`src/ctsgr_pkg.sv`:
```
// shared constants, codes and queue entry type for the glyph renderer
package ctsgr_pkg;

    // screen and font geometry
    localparam int SCREEN_WIDTH  = 320;
    localparam int SCREEN_HEIGHT = 200;
    localparam int FONT_BYTES    = 4096;

    localparam int COL_W   = $clog2(SCREEN_WIDTH);
    localparam int ROW_W   = $clog2(SCREEN_HEIGHT);
    localparam int FONT_AW = $clog2(FONT_BYTES);
    localparam int LIN_W   = COL_W + ROW_W;
    localparam int PIX_AW  = 16;

    // configuration port
    localparam int CFG_IW = 3;
    localparam int CFG_DW = 13;

    localparam logic [CFG_IW-1:0] REG_ORIGIN_X      = 3'd0;
    localparam logic [CFG_IW-1:0] REG_ORIGIN_Y      = 3'd1;
    localparam logic [CFG_IW-1:0] REG_INITIAL_COLOR = 3'd2;
    localparam logic [CFG_IW-1:0] REG_GLYPH_BASE    = 3'd3;
    localparam logic [CFG_IW-1:0] REG_FONT_SIZE     = 3'd4;

    // input operations
    localparam logic OP_FONT   = 1'b0;
    localparam logic OP_STREAM = 1'b1;

    // stream codes
    localparam logic [7:0] CODE_END     = 8'hFF;
    localparam logic [7:0] CODE_NEWLINE = 8'h0D;
    localparam logic [7:0] CODE_FIRST   = 8'h20;
    localparam int         COLOR_BIT    = 7;

    // queue entry kinds
    localparam logic CMD_FONT  = 1'b0;
    localparam logic CMD_GLYPH = 1'b1;

    localparam int QUEUE_DEPTH = 4;
    localparam int QUEUE_AW    = $clog2(QUEUE_DEPTH);

    // one entry between front and back
    typedef struct packed {
        logic               kind;
        logic [FONT_AW-1:0] addr;
        logic [7:0]         data;
        logic [7:0]         color;
        logic [7:0]         col_mask;
        logic [7:0]         row_mask;
        logic [COL_W-1:0]   x_low;
        logic [ROW_W-1:0]   y_low;
    } cmd_t;

endpackage

```
`src/ctsgr_queue.sv`:
```
// short command queue between the front end and the glyph engine
module ctsgr_queue (
    input  logic             clk,
    input  logic             rst_n,
    input  logic             push,
    input  ctsgr_pkg::cmd_t  push_cmd,
    output logic             full,
    input  logic             pop,
    output logic             not_empty,
    output ctsgr_pkg::cmd_t  head
);

    ctsgr_pkg::cmd_t entries [ctsgr_pkg::QUEUE_DEPTH];

    logic [ctsgr_pkg::QUEUE_AW-1:0] wr_ptr_reg, wr_ptr_next;
    logic [ctsgr_pkg::QUEUE_AW-1:0] rd_ptr_reg, rd_ptr_next;
    logic [ctsgr_pkg::QUEUE_AW:0]   count_reg, count_next;
    logic                           do_push, do_pop;

    assign full      = count_reg == (ctsgr_pkg::QUEUE_AW+1)'(ctsgr_pkg::QUEUE_DEPTH);
    assign not_empty = count_reg != '0;
    assign head      = entries[rd_ptr_reg];
    assign do_push   = push && !full;
    assign do_pop    = pop && not_empty;

    // pointer and fill count update
    always_comb
    begin
        wr_ptr_next = do_push ? wr_ptr_reg + 1'b1 : wr_ptr_reg;
        rd_ptr_next = do_pop  ? rd_ptr_reg + 1'b1 : rd_ptr_reg;
        count_next  = count_reg;
        if (do_push && !do_pop)
            count_next = count_reg + 1'b1;
        else if (do_pop && !do_push)
            count_next = count_reg - 1'b1;
    end

    always_ff @(posedge clk or negedge rst_n)
    begin
        if (!rst_n)
        begin
            wr_ptr_reg <= '0;
            rd_ptr_reg <= '0;
            count_reg  <= '0;
        end
        else
        begin
            wr_ptr_reg <= wr_ptr_next;
            rd_ptr_reg <= rd_ptr_next;
            count_reg  <= count_next;
        end
    end

    // entry storage
    always_ff @(posedge clk)
    begin
        if (do_push)
            entries[wr_ptr_reg] <= push_cmd;
    end

endmodule

```
`config.mk`:
```
export PLATFORM = sky130hd
export DESIGN_NAME = ctsgr_queue
export DESIGN_NICKNAME = d
export VERILOG_FILES = /design/src/ctsgr_pkg.sv /design/src/ctsgr_queue.sv
export SDC_FILE = /design/constraint.sdc
export NUM_CORES = 1
export LEC_CHECK = 0
export BUFFER_PORTS_ARGS = -buffer_cell sky130_fd_sc_hd__buf_2
export CAP_MARGIN = 20
export CORE_MARGIN = 2
export CORE_UTILIZATION = 25
export CTS_CLUSTER_DIAMETER = 80
export CTS_CLUSTER_SIZE = 8
export DETAILED_ROUTE_END_ITERATION = 10
export GPL_ROUTABILITY_DRIVEN = 0
export GPL_TIMING_DRIVEN = 0
export PLACE_DENSITY_LB_ADDON = 0.3
export SYNTH_ARGS = -nofsm -noshare
export SYNTH_HDL_FRONTEND = slang
export SYNTH_SLANG_ARGS = --single-unit
export TNS_END_PERCENT = 1
```
`constraint.sdc`:
```
create_clock -name clk -period 2.9 [get_ports clk]
set_input_delay 0.145 -clock clk [delete_from_list [all_inputs] [get_ports clk]]
set_output_delay 0.145 -clock clk [all_outputs]
set_load 0.01 [all_outputs]
```
; ---- Word-level counts from Yosys, hierarchy flattened
; Memory sizes are Yosys's and may differ from the RTL's.
; Index checks and enable logic that the tools add are counted.
[classes]
addsub = 4
eq_ne = 1
mux = 4
n_reduce_logical = 9
[ops]
columns = operator, count
row1 = $mux 3, 2
row2 = $add 2x1->2 const B, 2
row3 = $logic_and 1x1->1, 4
row4 = $add 3x1->3 const B, 1
row5 = $eq 3x3->1 const B, 1
row6 = $logic_not 1->1, 3
row7 = $reduce_bool 3->1, 1
row8 = $sub 3x1->3 const B, 1
row9 = $mux 1, 2
row10 = $reduce_bool 2->1, 1
[totals]
regBits = 7
ramBits = 248
word_cells = 22
mem_count = 1
[mem_list]
columns = memory, words, width, read_ports, rd_ports_with_merged_regs, write_ports, line_no
row1 = entries, 4, 62, 1, 0, 1, ctsgr_queue.sv:13  ; ctsgr_pkg::cmd_t entries [ctsgr_pkg::QUEUE_DEPTH];

; ---- Logic depth before layout (Yosys ltp)
[logic_depth]
ltp_word = 7
ltp_mapped = 9
mapped_depth_nobuf = 8

; ---- Worst setup path after synthesis
; OpenSTA, ideal clock, no wires.
[synth_timing]
kind = register to register
start = register count_reg[2] (netlist name)
end = memory entries[0][0] (netlist name), enable pin
setup_ps = 427
arrival_time_ps = 2300
required_time_ps = 2473
slack_ps = 173
stages_incl_launch_ff = 5
synth_period_minus_slack_ps = 2727
cell_sequence = dfrtp_1 nor3b_2 nor2b_1 buf_2 and2_1
[synth_between]
elab_chain_len = 5
[synth_rtl]
columns = item, line_no
row1 = "start, declared", ctsgr_queue.sv:17  ; logic [ctsgr_pkg::QUEUE_AW:0] count_reg, count_next;
row2 = "start signal, assigned", ctsgr_queue.sv:50  ; count_reg <= count_next;
row3 = $eq 3x3->1, ctsgr_queue.sv:20  ; assign full = count_reg == (ctsgr_pkg::QUEUE_AW+1)'(ctsgr_pkg::QUEUE_DEPTH);
row4 = via full, ctsgr_queue.sv:7  ; output logic full,
row5 = $logic_not 1->1, ctsgr_queue.sv:23  ; assign do_push = push && !full;
row6 = $logic_and 1x1->1, ctsgr_queue.sv:23
row7 = via do_push, ctsgr_queue.sv:18  ; logic do_push, do_pop;
row8 = $mux 1, ctsgr_queue.sv:57  ; if (do_push)
row9 = $mux 1 (not written as such), ctsgr_queue.sv:58  ; entries[wr_ptr_reg] <= push_cmd;
row10 = "end, declared", ctsgr_queue.sv:13
; The timed path passes the listed nets, and every way through them passes these cells.

; ---- Worst setup path after layout
[layout_timing]
start = register count_reg[0] (netlist name)
end = register count_reg[2] (netlist name)
[layout_between]
elab_chain_len = 6
word_cells_on_any_way = 14
cone_classes = 2 x add/sub / 1 x eq/ne / 2 x mux / 9 x reduce/logical
[layout_rtl]
columns = item
row1 = branches (longest 6 deep; another with $sub 3x1->3)
; Several ways; the timed one is not identified. The select of a mux whose other input is x is not followed.
; A chain may end at the register's enable or synchronous reset.

==> out/qor.yml <==
drtIter0Drc: 171
yosysSeqAreaShare: 0.807
cp_num_cells: 8
critPathKind: "flip-flop to flip-flop"
synth_area_per_cell_um2: 26.3
grt-ovfl-total: 0
startpoint_type: "flip-flop"
drv_slew: 0
antenna_found_initial: 1
routed_wl_um: 19200
crit_chain: "or3_1 > nand2_1 > ha_1 > inv_1 > fa_1 > xor2_1 > nor2_1 > xor2_1"
yosys_warnings: 0
grt_usage: 0.0997
hold_viol_final: 0
finalCritPeriodShare: 0.757
synth_area_um2: 9440
portBuffers: 129
fin_skew_ns: 0.0101
crit_required_ns: 3.34
synth_nets: 431
ys_ff_latch: 255
dieArea_um2: 39300
postSynthCellCount: 359
synth.distinct_cells: 21
ioPinCount: 130
fin_crit_ns: 2.19
relSlewSlack: 0.607
firstDrtPassIters: 6
wl_per_cell_um: 17.2
nets: 668
crit_top_cell: "xor2_1"
via_per_inst: 4.03
drc: 0
cts.reportedPaths.clkPinSlew_ns: 0.05
cts_root_buf: "clkbuf_16"
grt_pass1_wl_um: 28600
cts_resized: 0
status: "finished, final reports clean"
cp-end-kind: "flip-flop"
cts_buffers: 37
vdd_drop_max_uv: 511
die_y_um: 198
num_rows: 71
largest_reg_flops: 248
post_cts_buffers: 0
fp.dieW_um: 198
cts_htree_levels: 2
clk_latency_ns: 0.52
max_slew.worst_pin.slew_ns: 0.589
core_region_area_um2: 37400
rsz0062_at_grt: "false"
first_global_vias: 4991
drive_above_1_share: 0.420
reg2reg_depth: 8
hp-class: "primary input to flip-flop"
cts.sink_count: 255
drtAntennaViolNets: 0
syn2layout_area_growth_pct: 32.1
grt_max_degree: 35
final_cell_area_um2: 12500
vias: 4488
postPlaceCellArea_um2: 10800
utilization: 0.334
critPathTopFamily: "simple AND/OR/NAND/NOR gates"
fmax_mhz: 456
dp_hpwl_um: 11800
leakage_nw: 4.28
cp.arrival_ns: 2.63
setup_violations: 0
cts_tree: "yes"
max_cap_violations: 0
start_util: 0.252
cp_num_buf_inv: 1
cellPowerDensity_nw_per_um2: 1010
max_stage_delay_ns: 0.44
crit_path_top_delay_cell: "dfrtp_1"
cp_max_fo: 4
clock_path_buffers: 3
holdPathStages: 4
num_antenna_cells: 0
stage by stage:
step / worst slack, ns / setup TNS, ns / power [mW] / hold WS (ns) / cells
floorplan: 0.173 / 0 / 7.46 / -0.151 / 359
global route: 0.584 / 0 / 13.2 / 0.144 / 1114
global placement: -1.21 / -296.10 / 8.80 / -0.0200 / 999
finish: 0.706 / 0 / 12.5 / 0.132 / 1114
detailed placement: 0.719 / 0 / 8.90 / -0.0114 / 1003
CTS: 0.613 / 0 / 12.9 / 0.0941 / 1114
repair_timing:
item,in CTS,in global routing
setup endpoints to repair,0,0
hold buffers,65,0
hold endpoints to repair,257,0
layer usage:
layer,track usage,up-vias,share of wire
met4,0.0529,0,0.034
met3,0.0284,46,0.054
met5,0,-,0
met2,0.170,124,0.50
met1,0.113,2307,0.41
li1,-,2011,-
cell usage after synthesis, drive strengths merged:
library cell	instances	area, um^2
ha	5	62.6
nor3b	1	12.5
nor2b	1	6.26
inv	3	11.3
nor2	1	3.75
mux4	62	1410
and2	4	25.0
buf	15	171
xor2	2	17.5
or3	1	6.26
nand3	1	5.00
xnor2	4	35.0
edfxtp	248	7450
fa	1	20.0
nand2	1	3.75
mux2	2	26.3
dfrtp	7	175
tightest hold or removal path: cells and delay by family:
family,cells,cell delay (ns)
buffers and inverters,2,0.28
XOR/XNOR,1,0.08
AND/OR/NAND/NOR,1,0.11
cells in the final DEF (no fill, tap or decap), types with 2 or more instances in the layout:
cell type      Yosys  final
buf_12             6     10
xor2_1             2      2
mux4_2            58     58
mux4_1             4      4
clkbuf_16          0     39
and2_4             0      4
xnor2_1            4      4
clkbuf_1           0      6
ha_1               5      5
inv_1              3      3
buf_2              8    137
dlygate4sd3_1      0     65
edfxtp_1         248    248
dfrtp_1            7      7
worst paths after layout:
path / startpoint / endpoint / slack [ns]
min in group asynchronous: rst_n / wr_ptr_reg[1]$_DFFE_PN0P_ / 0.59
hold / removal: push / wr_ptr_reg[0]$_DFFE_PN0P_ / 0.13
max in group asynchronous: rst_n / rd_ptr_reg[0]$_DFFE_PN0P_ / 2.06
hold reg to reg: count_reg[2]$_DFFE_PN0P_ / count_reg[2]$_DFFE_PN0P_ / 0.49
setup / recovery: count_reg[0]$_DFFE_PN0P_ / count_reg[2]$_DFFE_PN0P_ / 0.71
setup reg to reg: count_reg[0]$_DFFE_PN0P_ / count_reg[2]$_DFFE_PN0P_ / 0.71
layout make-up:
class | instances | area (um^2)
fillers | 3553 | 24900
flip-flops and latches | 255 | 7620
multi-input cells | 86 | 1650
repair buffers | 198 | 1380
clock buffers | 45 | 998
well taps | 511 | 639
plain buffers | 15 | 171
inverters | 3 | 11.3
clock inverters | 1 | 8.76
logic make-up after synthesis:
logic type | synth area share
adders and majority gates | 0.00875
buffers and inverters | 0.0194
and+or+nand+nor | 0.00663
DFF | 0.807
xor gates and xnor gates | 0.00557
muxes | 0.152
power by group:
part | leakage [nW] | internal (mW) | switching, mW
Clock | 0.492 | 2.37 | 1.42
Sequential | 2.35 | 4.88 | 0.171
Combinational | 1.44 | 1.77 | 1.92
Total | 4.28 | 9.02 | 3.52
No activity file was read; power rests on OpenSTA's default activity.
