`config.mk`:
```
export PLATFORM = sky130hd
export DESIGN_NAME = ctsgr_front
export DESIGN_NICKNAME = d
export VERILOG_FILES = /design/src/ctsgr_pkg.sv /design/src/ctsgr_front.sv
export SDC_FILE = /design/constraint.sdc
export NUM_CORES = 1
export LEC_CHECK = 0
export BUFFER_PORTS_ARGS = -buffer_cell sky130_fd_sc_hd__clkbuf_2
export CELL_PAD_IN_SITES_DETAIL_PLACEMENT = 1
export CELL_PAD_IN_SITES_GLOBAL_PLACEMENT = 1
export CORE_UTILIZATION = 45
export DETAILED_ROUTE_END_ITERATION = 6
export PLACE_DENSITY_LB_ADDON = 0.1
export SLEW_MARGIN = 20
export SYNTH_ARGS = -nofsm -noshare
export SYNTH_HDL_FRONTEND = slang
export SYNTH_SLANG_ARGS = --single-unit
```
`constraint.sdc`:
```
create_clock -name clk -period 5.6 [get_ports clk]
set_clock_uncertainty 0.1 [all_clocks]
set_input_delay 0.56 -clock clk [delete_from_list [all_inputs] [get_ports clk]]
set_output_delay 0.56 -clock clk [all_outputs]
set_load 0.05 [all_outputs]
```
`src/ctsgr_pkg.sv`:
```
// shared constants, codes and queue entry type for the glyph renderer
package ctsgr_pkg;

    // screen and font geometry
    localparam int SCREEN_WIDTH  = 320;
    localparam int SCREEN_HEIGHT = 200;
    localparam int FONT_BYTES    = 4096;

    localparam int COL_W   = $clog2(SCREEN_WIDTH);
    localparam int ROW_W   = $clog2(SCREEN_HEIGHT);
    localparam int FONT_AW = $clog2(FONT_BYTES);
    localparam int LIN_W   = COL_W + ROW_W;
    localparam int PIX_AW  = 16;

    // configuration port
    localparam int CFG_IW = 3;
    localparam int CFG_DW = 13;

    localparam logic [CFG_IW-1:0] REG_ORIGIN_X      = 3'd0;
    localparam logic [CFG_IW-1:0] REG_ORIGIN_Y      = 3'd1;
    localparam logic [CFG_IW-1:0] REG_INITIAL_COLOR = 3'd2;
    localparam logic [CFG_IW-1:0] REG_GLYPH_BASE    = 3'd3;
    localparam logic [CFG_IW-1:0] REG_FONT_SIZE     = 3'd4;

    // input operations
    localparam logic OP_FONT   = 1'b0;
    localparam logic OP_STREAM = 1'b1;

    // stream codes
    localparam logic [7:0] CODE_END     = 8'hFF;
    localparam logic [7:0] CODE_NEWLINE = 8'h0D;
    localparam logic [7:0] CODE_FIRST   = 8'h20;
    localparam int         COLOR_BIT    = 7;

    // queue entry kinds
    localparam logic CMD_FONT  = 1'b0;
    localparam logic CMD_GLYPH = 1'b1;

    localparam int QUEUE_DEPTH = 4;
    localparam int QUEUE_AW    = $clog2(QUEUE_DEPTH);

    // one entry between front and back
    typedef struct packed {
        logic               kind;
        logic [FONT_AW-1:0] addr;
        logic [7:0]         data;
        logic [7:0]         color;
        logic [7:0]         col_mask;
        logic [7:0]         row_mask;
        logic [COL_W-1:0]   x_low;
        logic [ROW_W-1:0]   y_low;
    } cmd_t;

endpackage

```
`src/ctsgr_front.sv`:
```
// front end: configuration registers, stream decoding, cursor and clip masks
module ctsgr_front (
    input  logic                          clk,
    input  logic                          rst_n,
    input  logic                          cfg_valid,
    output logic                          cfg_ready,
    input  logic [ctsgr_pkg::CFG_IW-1:0]  cfg_index,
    input  logic [ctsgr_pkg::CFG_DW-1:0]  cfg_data,
    input  logic                          in_valid,
    output logic                          in_ready,
    input  logic                          operation,
    input  logic [11:0]                   font_address,
    input  logic [7:0]                    font_byte,
    input  logic [7:0]                    stream_byte,
    input  logic                          last_byte,
    input  logic                          q_full,
    output logic                          q_push,
    output ctsgr_pkg::cmd_t               q_cmd
);

    localparam int XW = 18;

    logic [10:0] origin_x_reg, origin_x_next;
    logic [10:0] origin_y_reg, origin_y_next;
    logic [7:0]  initial_color_reg, initial_color_next;
    logic [11:0] glyph_base_reg, glyph_base_next;
    logic [12:0] font_size_reg, font_size_next;

    logic [15:0] col_off_reg, col_off_next;
    logic [15:0] row_off_reg, row_off_next;
    logic        ovr_valid_reg, ovr_valid_next;
    logic [2:0]  ovr_color_reg, ovr_color_next;
    logic        stopped_reg, stopped_next;

    logic        accept;
    logic [12:0] bound;
    logic [10:0] goff;
    logic [13:0] start;
    logic        in_bounds;
    logic signed [XW-1:0] x0, y0, dx, dy;
    logic [7:0]  col_mask, row_mask;
    logic [7:0]  color;
    logic [15:0] col_sat, row_sat;

    assign cfg_ready = 1'b1;
    assign in_ready  = !q_full;
    assign accept    = in_valid && in_ready;

    // configuration writes
    always_comb
    begin
        origin_x_next      = origin_x_reg;
        origin_y_next      = origin_y_reg;
        initial_color_next = initial_color_reg;
        glyph_base_next    = glyph_base_reg;
        font_size_next     = font_size_reg;
        if (cfg_valid)
        begin
            unique case (cfg_index)
                ctsgr_pkg::REG_ORIGIN_X:      origin_x_next      = cfg_data[10:0];
                ctsgr_pkg::REG_ORIGIN_Y:      origin_y_next      = cfg_data[10:0];
                ctsgr_pkg::REG_INITIAL_COLOR: initial_color_next = cfg_data[7:0];
                ctsgr_pkg::REG_GLYPH_BASE:    glyph_base_next    = cfg_data[11:0];
                ctsgr_pkg::REG_FONT_SIZE:     font_size_next     = cfg_data;
                default: ;
            endcase
        end
    end

    // glyph location and font bound check
    always_comb
    begin
        if (32'(font_size_reg) < ctsgr_pkg::FONT_BYTES)
            bound = font_size_reg;
        else
            bound = 13'(ctsgr_pkg::FONT_BYTES);
        goff      = {stream_byte - ctsgr_pkg::CODE_FIRST, 3'b000};
        start     = 14'(glyph_base_reg) + 14'(goff);
        in_bounds = (start + 14'd8) <= 14'(bound);
    end

    // screen position of the cursor and per-row / per-column clip masks
    always_comb
    begin
        x0 = $signed({{(XW-11){origin_x_reg[10]}}, origin_x_reg})
           + $signed({{(XW-16){1'b0}}, col_off_reg});
        y0 = $signed({{(XW-11){origin_y_reg[10]}}, origin_y_reg})
           + $signed({{(XW-16){1'b0}}, row_off_reg});
        dx = x0;
        dy = y0;
        for (int k = 0; k < 8; k++)
        begin
            dx = x0 + XW'(k);
            dy = y0 + XW'(k);
            col_mask[7-k] = !dx[XW-1] && (32'(dx[XW-2:0]) < ctsgr_pkg::SCREEN_WIDTH);
            row_mask[k]   = !dy[XW-1] && (32'(dy[XW-2:0]) < ctsgr_pkg::SCREEN_HEIGHT);
        end
        color   = ovr_valid_reg ? {5'b00000, ovr_color_reg} : initial_color_reg;
        col_sat = (col_off_reg >= 16'hFFF8) ? 16'hFFFF : col_off_reg + 16'd8;
        row_sat = (row_off_reg >= 16'hFFF8) ? 16'hFFFF : row_off_reg + 16'd8;
    end

    // stream decoding and queue entry
    always_comb
    begin
        col_off_next   = col_off_reg;
        row_off_next   = row_off_reg;
        ovr_valid_next = ovr_valid_reg;
        ovr_color_next = ovr_color_reg;
        stopped_next   = stopped_reg;
        q_push         = 1'b0;

        q_cmd.kind     = ctsgr_pkg::CMD_GLYPH;
        q_cmd.addr     = ctsgr_pkg::FONT_AW'(start);
        q_cmd.data     = font_byte;
        q_cmd.color    = color;
        q_cmd.col_mask = col_mask;
        q_cmd.row_mask = row_mask;
        q_cmd.x_low    = ctsgr_pkg::COL_W'(x0);
        q_cmd.y_low    = ctsgr_pkg::ROW_W'(y0);

        if (accept)
        begin
            if (operation == ctsgr_pkg::OP_FONT)
            begin
                q_cmd.kind = ctsgr_pkg::CMD_FONT;
                q_cmd.addr = ctsgr_pkg::FONT_AW'(font_address);
                q_push     = 32'(font_address) < ctsgr_pkg::FONT_BYTES;
            end
            else
            begin
                if (!stopped_reg)
                begin
                    if (stream_byte == ctsgr_pkg::CODE_END)
                    begin
                        stopped_next = 1'b1;
                    end
                    else if (stream_byte == ctsgr_pkg::CODE_NEWLINE)
                    begin
                        col_off_next = 16'd0;
                        row_off_next = row_sat;
                    end
                    else if (stream_byte[ctsgr_pkg::COLOR_BIT])
                    begin
                        ovr_color_next = stream_byte[2:0];
                        ovr_valid_next = 1'b1;
                    end
                    else
                    begin
                        q_push = (stream_byte >= ctsgr_pkg::CODE_FIRST) && in_bounds
                              && (|col_mask) && (|row_mask);
                        col_off_next = col_sat;
                    end
                end
                if (last_byte)
                begin
                    col_off_next   = 16'd0;
                    row_off_next   = 16'd0;
                    ovr_valid_next = 1'b0;
                    ovr_color_next = 3'd0;
                    stopped_next   = 1'b0;
                end
            end
        end
    end

    // state registers
    always_ff @(posedge clk or negedge rst_n)
    begin
        if (!rst_n)
        begin
            origin_x_reg      <= '0;
            origin_y_reg      <= '0;
            initial_color_reg <= '0;
            glyph_base_reg    <= '0;
            font_size_reg     <= '0;
            col_off_reg       <= '0;
            row_off_reg       <= '0;
            ovr_valid_reg     <= 1'b0;
            ovr_color_reg     <= '0;
            stopped_reg       <= 1'b0;
        end
        else
        begin
            origin_x_reg      <= origin_x_next;
            origin_y_reg      <= origin_y_next;
            initial_color_reg <= initial_color_next;
            glyph_base_reg    <= glyph_base_next;
            font_size_reg     <= font_size_next;
            col_off_reg       <= col_off_next;
            row_off_reg       <= row_off_next;
            ovr_valid_reg     <= ovr_valid_next;
            ovr_color_reg     <= ovr_color_next;
            stopped_reg       <= stopped_next;
        end
    end

endmodule

```
======== Yosys cells after proc, flatten, opt, wreduce, memory -nomap -nowiden ========
Cells that the tools add are included.
storage, ports and cells
  bits in read-only memories .............. 0
  output and inout bits ................... 65
  memories kept ........................... 0
  bits of input ports ..................... 51
  bits in latches ......................... 0
  memory bits (writable) .................. 0
  register bits ........................... 92
  word-level logic and storage cells ...... 147
cells by class
  multiply operators ...................... 0
  shifts and indexed selects .............. 0
  multiplexer cells ....................... 34
  div/mod/pow operators ................... 0
  reductions and logical operators ........ 51
  $add $sub $neg .......................... 21
  order comparisons ....................... 21
  equal/unequal tests ..................... 10
  bitwise operators ....................... 0
operator list
  cell                   count
  $mux 16                11
  $add 18x4->18 const B  8
  $lt 17x8->1 const B    8
  $lt 17x9->1 const B    8
  $add 18x3->18 const B  4
  $mux 13                3
  $add 11x17->18         2
  $add 18x2->18 const B  2
  $add 16x4->16 const B  2
  $ge 16x16->1 const B   2
  $logic_and 1x1->1      20
  $logic_not 1->1        17
  $reduce_or 8->1        2
  $mux 3                 5
  $add 13x4->14 const B  1
  $le 14x13->1           1
  $mux 1                 14
  $add 12x11->13         1
  $lt 13x13->1 const B   1
  $reduce_and 2->1       6
  $reduce_and 5->1       2
  $eq 8x4->1 const B     1
  $eq 8x8->1 const B     1
  $ge 8x6->1 const B     1
  10 further kinds       14

======== Longest topological paths before layout ========
  depth in word-level cells ............... 13
  mapped depth ............................ 20
  mapped depth without buffers ............ 20

======== Least setup slack after synthesis ========
Ideal clock, no wire load.
  path type ............................... reg-to-output
  from .................................... register row_off_reg[1]
  to ...................................... output port q_push
  path slack .............................. -1.804 ns
  stages on the path, launching flop included .. 16
  data arrival time ....................... 6.744 ns
  path buffers ............................ 2
  data required time ...................... 4.940 ns
  cells stage by stage .................... dfrtp_1 ha_1 inv_1 fa_1 buf_2 xnor2_1 ha_1 clkbuf_1 nand3_1 nor3_1 mux2_2 a311oi_1 o21ai_1 nor4b_1 nor4_1 a211oi_2
RTL lines
  element                 line                text
  from (decl)             ctsgr_front.sv:30   logic [15:0] row_off_reg, row_off_next;
  from (signal assigned)  ctsgr_front.sv:191  row_off_reg <= row_off_next;
  to (decl)               ctsgr_front.sv:17   output logic q_push,

======== Worst setup path after layout ========
  from .................................... register row_off_reg[1]
  to ...................................... output port q_push
between the ends
  word-level cells in the longest chain between the ends .. 12
  elaborated cells between the ends (all ways) .. 40
  classes of those cells .................. 8 x add/sub; 8 x order compare; 6 x mux; 18 x reduce/logical
ends and longest elaborated chain
  element                                                line                text
  $add 11x17->18 *                                       ctsgr_front.sv:88   + $signed({{(XW-16){1'b0}}, row_off_reg});
  $add 18x2->18 (tied with other cells)                  ctsgr_front.sv:94   dy = y0 + XW'(k);
  $lt 17x8->1 / $logic_not 1->1 (equally long branches)  ctsgr_front.sv:96   row_mask[k] = !dy[XW-1] && (32'(dy[XW-2:0]) < ctsgr_pkg::SCREEN_HEIGHT);
  $logic_and 1x1->1                                      ctsgr_front.sv:96
  $reduce_or 8->1 *                                      ctsgr_front.sv:151  && (|col_mask) && (|row_mask);
  $logic_and 1x1->1 *                                    ctsgr_front.sv:151
  $mux 1 *                                               ctsgr_front.sv:143  else if (stream_byte[ctsgr_pkg::COLOR_BIT])
  $mux 1 *                                               ctsgr_front.sv:138  else if (stream_byte == ctsgr_pkg::CODE_NEWLINE)
  $mux 1 *                                               ctsgr_front.sv:134  if (stream_byte == ctsgr_pkg::CODE_END)
  $mux 1 *                                               ctsgr_front.sv:132  if (!stopped_reg)
  $mux 1 *                                               ctsgr_front.sv:124  if (operation == ctsgr_pkg::OP_FONT)
  $mux 1 *                                               ctsgr_front.sv:122  if (accept)
Every way passes the cells marked *; elsewhere a longest branch is shown, timed or not.

==> run summary <==
FLOORPLANNING
-----------------------------------------------------------------------------------------
Boundary Pins                                                                         116
Number of placement rows                                                               55
Placeable core area                                                             22640 µm²
Initial cell density of the core                                                   0.4601
Die Outline Area                                                                23760 µm²
Vertical extent of the die                                                       154.1 µm
Width of the chip                                                                154.1 µm

CLOCKING
-----------------------------------------------------------------------------------------
Later-pin clock latency in the skew report                                        0.35 ns
CTS Root Cell                                                                sky130_fd_sc_hd__clkbuf_16
Num Clock Sinks                                                                        88
TritonCTS clock tree                                                                built
Clock slew seen by the registers of the worst setup and hold paths                0.07 ns
Maximum level of the CTS H-tree                                                         3
Maximum buffer depth of the clock tree                                                  2
TritonCTS Buffers                                                                       9

PLACE
-----------------------------------------------------------------------------------------
Area of placed instances                                                        11190 µm²
HPWL after detailed placement                                                    27.94 mm
GP Congestion                                                                      0.9083
Total instance count after detailed placement                                        1649
Count of port buffers added during placement                                           98

SYNTHESIS
-----------------------------------------------------------------------------------------
Net count of the mapped netlist                                                      1428
Synthesis Warnings                                                                      0
Register area share after synthesis                                                0.2114
Count of flip-flops with a built-in enable after synthesis                              0
Post-synth top flop                                                          sky130_fd_sc_hd__dfrtp_1
Number of instances in the synthesized netlist                                       1313
Synthesis-stage register bit count                                                     88
Proportion of register bits with asynchronous set or reset after synthesis          1.000
Average cell area after synthesis                                               7.933 µm²
Count of distinct cell types in the synthesized netlist                               109
Summed instance area of the synthesized netlist                                 10420 µm²

SETUP PATH
-----------------------------------------------------------------------------------------
Largest fanout of any net on the critical path                                         10
Kind of end point of the critical path                                         output pin
Critical path start-end classification                                       flop to output pin
Arrival time worst endpoint                                                       4.74 ns
Capturing point of the worst reg2reg path                                    row_off_reg[7]
Crit start category                                                                  flop
Reg2reg path depth                                                                      8
Required time of the critical path                                                4.94 ns
Startpoint of the worst register-to-register path                            row_off_reg[6]
Reg2Reg Setup Slack                                                               2.83 ns

GLOBAL ROUTING
-----------------------------------------------------------------------------------------
Pin count of the biggest net entering global routing                                   76
Global routing usage summed across all routing layers                              0.3023
Initial antenna violation count                                                         0
First-pass GRT wire length                                                       57.44 mm
Vias in the first global route                                                      10720
Total grt overflow                                                                      0

STA
-----------------------------------------------------------------------------------------
Maximum clock frequency                                                         185.3 MHz
Ratio of final minimum period to clock period                                      0.9638
Final max-slew violation count                                                          0
Unrepaired setup endpoints after global routing                                      true
Setup TNS                                                                            0 ns
Total of endpoints with negative setup slack in the final report                        0
Shortest period the worst path allows                                            5.397 ns
Hold_ws                                                                         0.3115 ns
Number of endpoints with negative hold slack in the final report                        0
Worst relative slew slack                                                          0.2994
Slew at the pin closest to its max-slew limit                                    1.047 ns

LAYOUT
-----------------------------------------------------------------------------------------
Share of layout cells above drive strength 1                                       0.1991
Final instance area                                                             11630 µm²
Non-filler instance count after layout                                               1671
Core Util, Final                                                                   0.5135
Antenna diode instance count                                                            0
Post-layout net count                                                                1496
Synth-to-layout area growth                                                        11.62%

DETAILED ROUTING
-----------------------------------------------------------------------------------------
DRC violation total after the first TritonRoute iteration                             788
Count of antenna-violating nets left after detailed routing                             0
Remaining routing DRC violations                                                        0
Number of vias after detailed routing                                               10680
Avg WL per Cell                                                                  21.55 µm
Per-cell via count in the routed design                                             6.390
Detailed-routing iteration count for the pre-antenna-repair pass                        5
Wirelength, routed                                                               36.02 mm

MIN PATH
-----------------------------------------------------------------------------------------
Class of the most critical hold timing path                                  primary input to flop
Worst Hold Endpoint                                                          font_size_reg[12]
Cell depth of the worst min-delay path                                                  3
Hold Startpoint                                                              cfg_data[12]

FLOW RUN
-----------------------------------------------------------------------------------------
Maxcap violations                                                                       0

PWR
-----------------------------------------------------------------------------------------
Power per cell area                                                          358.8 nW/µm²
Reported leakage power                                                           5.073 nW
Maximum vdd ir drop                                                              230.1 µV

STATUS
-----------------------------------------------------------------------------------------
Result of the run                                                            finished clean

critical path, cell delays in order, from the launching register on:
cell	delay (ns)
sky130_fd_sc_hd__dfrtp_1	0.41
sky130_fd_sc_hd__ha_1	0.27
sky130_fd_sc_hd__inv_1	0.08
sky130_fd_sc_hd__fa_2	0.46
sky130_fd_sc_hd__nor2b_2	0.24
sky130_fd_sc_hd__o211a_1	0.24
sky130_fd_sc_hd__a211oi_4	0.07
sky130_fd_sc_hd__inv_2	0.17
sky130_fd_sc_hd__nand3_1	0.27
sky130_fd_sc_hd__nor3_4	0.35
sky130_fd_sc_hd__mux2_2	0.39
sky130_fd_sc_hd__a311oi_1	0.32
sky130_fd_sc_hd__o21ai_1	0.18
sky130_fd_sc_hd__nor4b_4	0.36
sky130_fd_sc_hd__nor4_4	0.10
sky130_fd_sc_hd__a211oi_2	0.30
sky130_fd_sc_hd__buf_12	0.18
cells by family (layout without fill, tap and decap cells):
family	count (synthesis)	after routing	synth area share
fa+ha+maj	64	64	0.07904
simple gates	487	487	0.2511
buf+inv	124	197	0.05105
other cells	1	1	0.0003600
flops	88	88	0.2114
mux	74	74	0.07820
xor+xnor	55	55	0.04973
compound gates	420	420	0.2792
layout by cell type (no fill, tap or decap), types with 8 or more instances in the layout:
master                      count
sky130_fd_sc_hd__nand2_1      119
sky130_fd_sc_hd__a21oi_1       95
sky130_fd_sc_hd__clkbuf_2      95
sky130_fd_sc_hd__nor2_1        91
sky130_fd_sc_hd__dfrtp_1       87
sky130_fd_sc_hd__o21ai_0       74
sky130_fd_sc_hd__ha_1          60
sky130_fd_sc_hd__mux2_2        59
sky130_fd_sc_hd__nand3_1       49
sky130_fd_sc_hd__inv_1         48
sky130_fd_sc_hd__nor3_1        45
sky130_fd_sc_hd__a21o_1        33
sky130_fd_sc_hd__xnor2_1       32
sky130_fd_sc_hd__and3_1        30
sky130_fd_sc_hd__buf_4         29
sky130_fd_sc_hd__a31oi_1       27
sky130_fd_sc_hd__o211ai_1      19
sky130_fd_sc_hd__xor2_1        18
sky130_fd_sc_hd__o21a_1        17
sky130_fd_sc_hd__nor2b_1       16
sky130_fd_sc_hd__mux2i_1       15
sky130_fd_sc_hd__o22ai_1       13
sky130_fd_sc_hd__a211oi_1      13
sky130_fd_sc_hd__nor4_1        13
sky130_fd_sc_hd__nand4_1       12
sky130_fd_sc_hd__and2_1        10
sky130_fd_sc_hd__or3_1         10
sky130_fd_sc_hd__nand2b_1       9
sky130_fd_sc_hd__clkbuf_16      9
sky130_fd_sc_hd__o21ai_1        8
stage by stage:
stage | power [mW] | worst slack, ns
after floorplan | 2.793 | -0.4384
after detailed placement | 3.474 | 0.1421
after global placement | 3.412 | 0.1931
after global routing | 4.429 | -0.02311
after CTS | 4.141 | 0.02960
final | 4.171 | 0.2030
routing by layer:
metal | up-vias | part of all wire | GRT usage
li1 | 5081 | - | -
met1 | 5316 | 0.46 | 0.4125
met2 | 236 | 0.48 | 0.5104
met3 | 45 | 0.037 | 0.03072
met4 | 0 | 0.018 | 0.07381
met5 | - | 0 | 0
final cells by class:
type                       count  area (µm²)
clock buffer                  11       242.7
clock inverter                 5       62.56
fill                        2805       11010
inverter                      54       202.7
multi-input combinational   1101        7828
sequential                    88        2203
tap                          285       356.6
timing repair buffer         127       730.7
power by group:
part	total, mW	switching [mW]	internal [mW]
clock network	0.634	0.272	0.362
registers	0.834	0.0963	0.737
logic	2.70	1.80	0.904
total	4.17	2.17	2.00
worst max-delay path by stage:
stage | depth (start not counted) | start | end | slack [ns]
finish | 16 | row_off_reg[1] | q_push | 0.20
global route | 15 | row_off_reg[1] | q_push | -0.02
CTS | 15 | row_off_reg[1] | q_push | 0.03
global placement | 16 | row_off_reg[1] | q_push | 0.19
detailed placement | 16 | row_off_reg[1] | q_push | 0.14
floorplan | 14 | col_off_reg[1] | q_push | -0.44
synth_stat cells (13+ instances only):
| master | n | area [µm²] |
|---|---|---|
| sky130_fd_sc_hd__nand2_1 | 119 | 446.7 |
| sky130_fd_sc_hd__a21oi_1 | 96 | 480.5 |
| sky130_fd_sc_hd__nor2_1 | 94 | 352.8 |
| sky130_fd_sc_hd__dfrtp_1 | 88 | 2202 |
| sky130_fd_sc_hd__o21ai_0 | 74 | 370.4 |
| sky130_fd_sc_hd__ha_1 | 61 | 763.2 |
| sky130_fd_sc_hd__mux2_2 | 59 | 664.4 |
| sky130_fd_sc_hd__nand3_1 | 49 | 245.2 |
| sky130_fd_sc_hd__nor3_1 | 49 | 245.2 |
| sky130_fd_sc_hd__inv_1 | 48 | 180.2 |
| sky130_fd_sc_hd__clkbuf_1 | 39 | 146.4 |
| sky130_fd_sc_hd__a21o_1 | 33 | 247.7 |
| sky130_fd_sc_hd__xnor2_1 | 33 | 289.0 |
| sky130_fd_sc_hd__and3_1 | 30 | 187.7 |
| sky130_fd_sc_hd__a31oi_1 | 27 | 168.9 |
| sky130_fd_sc_hd__o211ai_1 | 19 | 142.6 |
| sky130_fd_sc_hd__xor2_1 | 18 | 157.7 |
| sky130_fd_sc_hd__buf_2 | 17 | 85.08 |
| sky130_fd_sc_hd__nor4_1 | 17 | 106.4 |
| sky130_fd_sc_hd__o21a_1 | 17 | 127.6 |
| sky130_fd_sc_hd__nor2b_1 | 16 | 100.1 |
| sky130_fd_sc_hd__mux2i_1 | 15 | 150.1 |
| sky130_fd_sc_hd__a211oi_1 | 13 | 97.59 |
| sky130_fd_sc_hd__o22ai_1 | 13 | 81.33 |
what timing repair did:
action                                  CTS  global route
pin swaps                                 1             3
setup buffers                             1             4
gates resized for setup                   7            11
endpoints found under the hold margin    13             0
hold buffers                              1             0
endpoints found under the setup margin    1             9
Power figures use the tool's default switching activity.
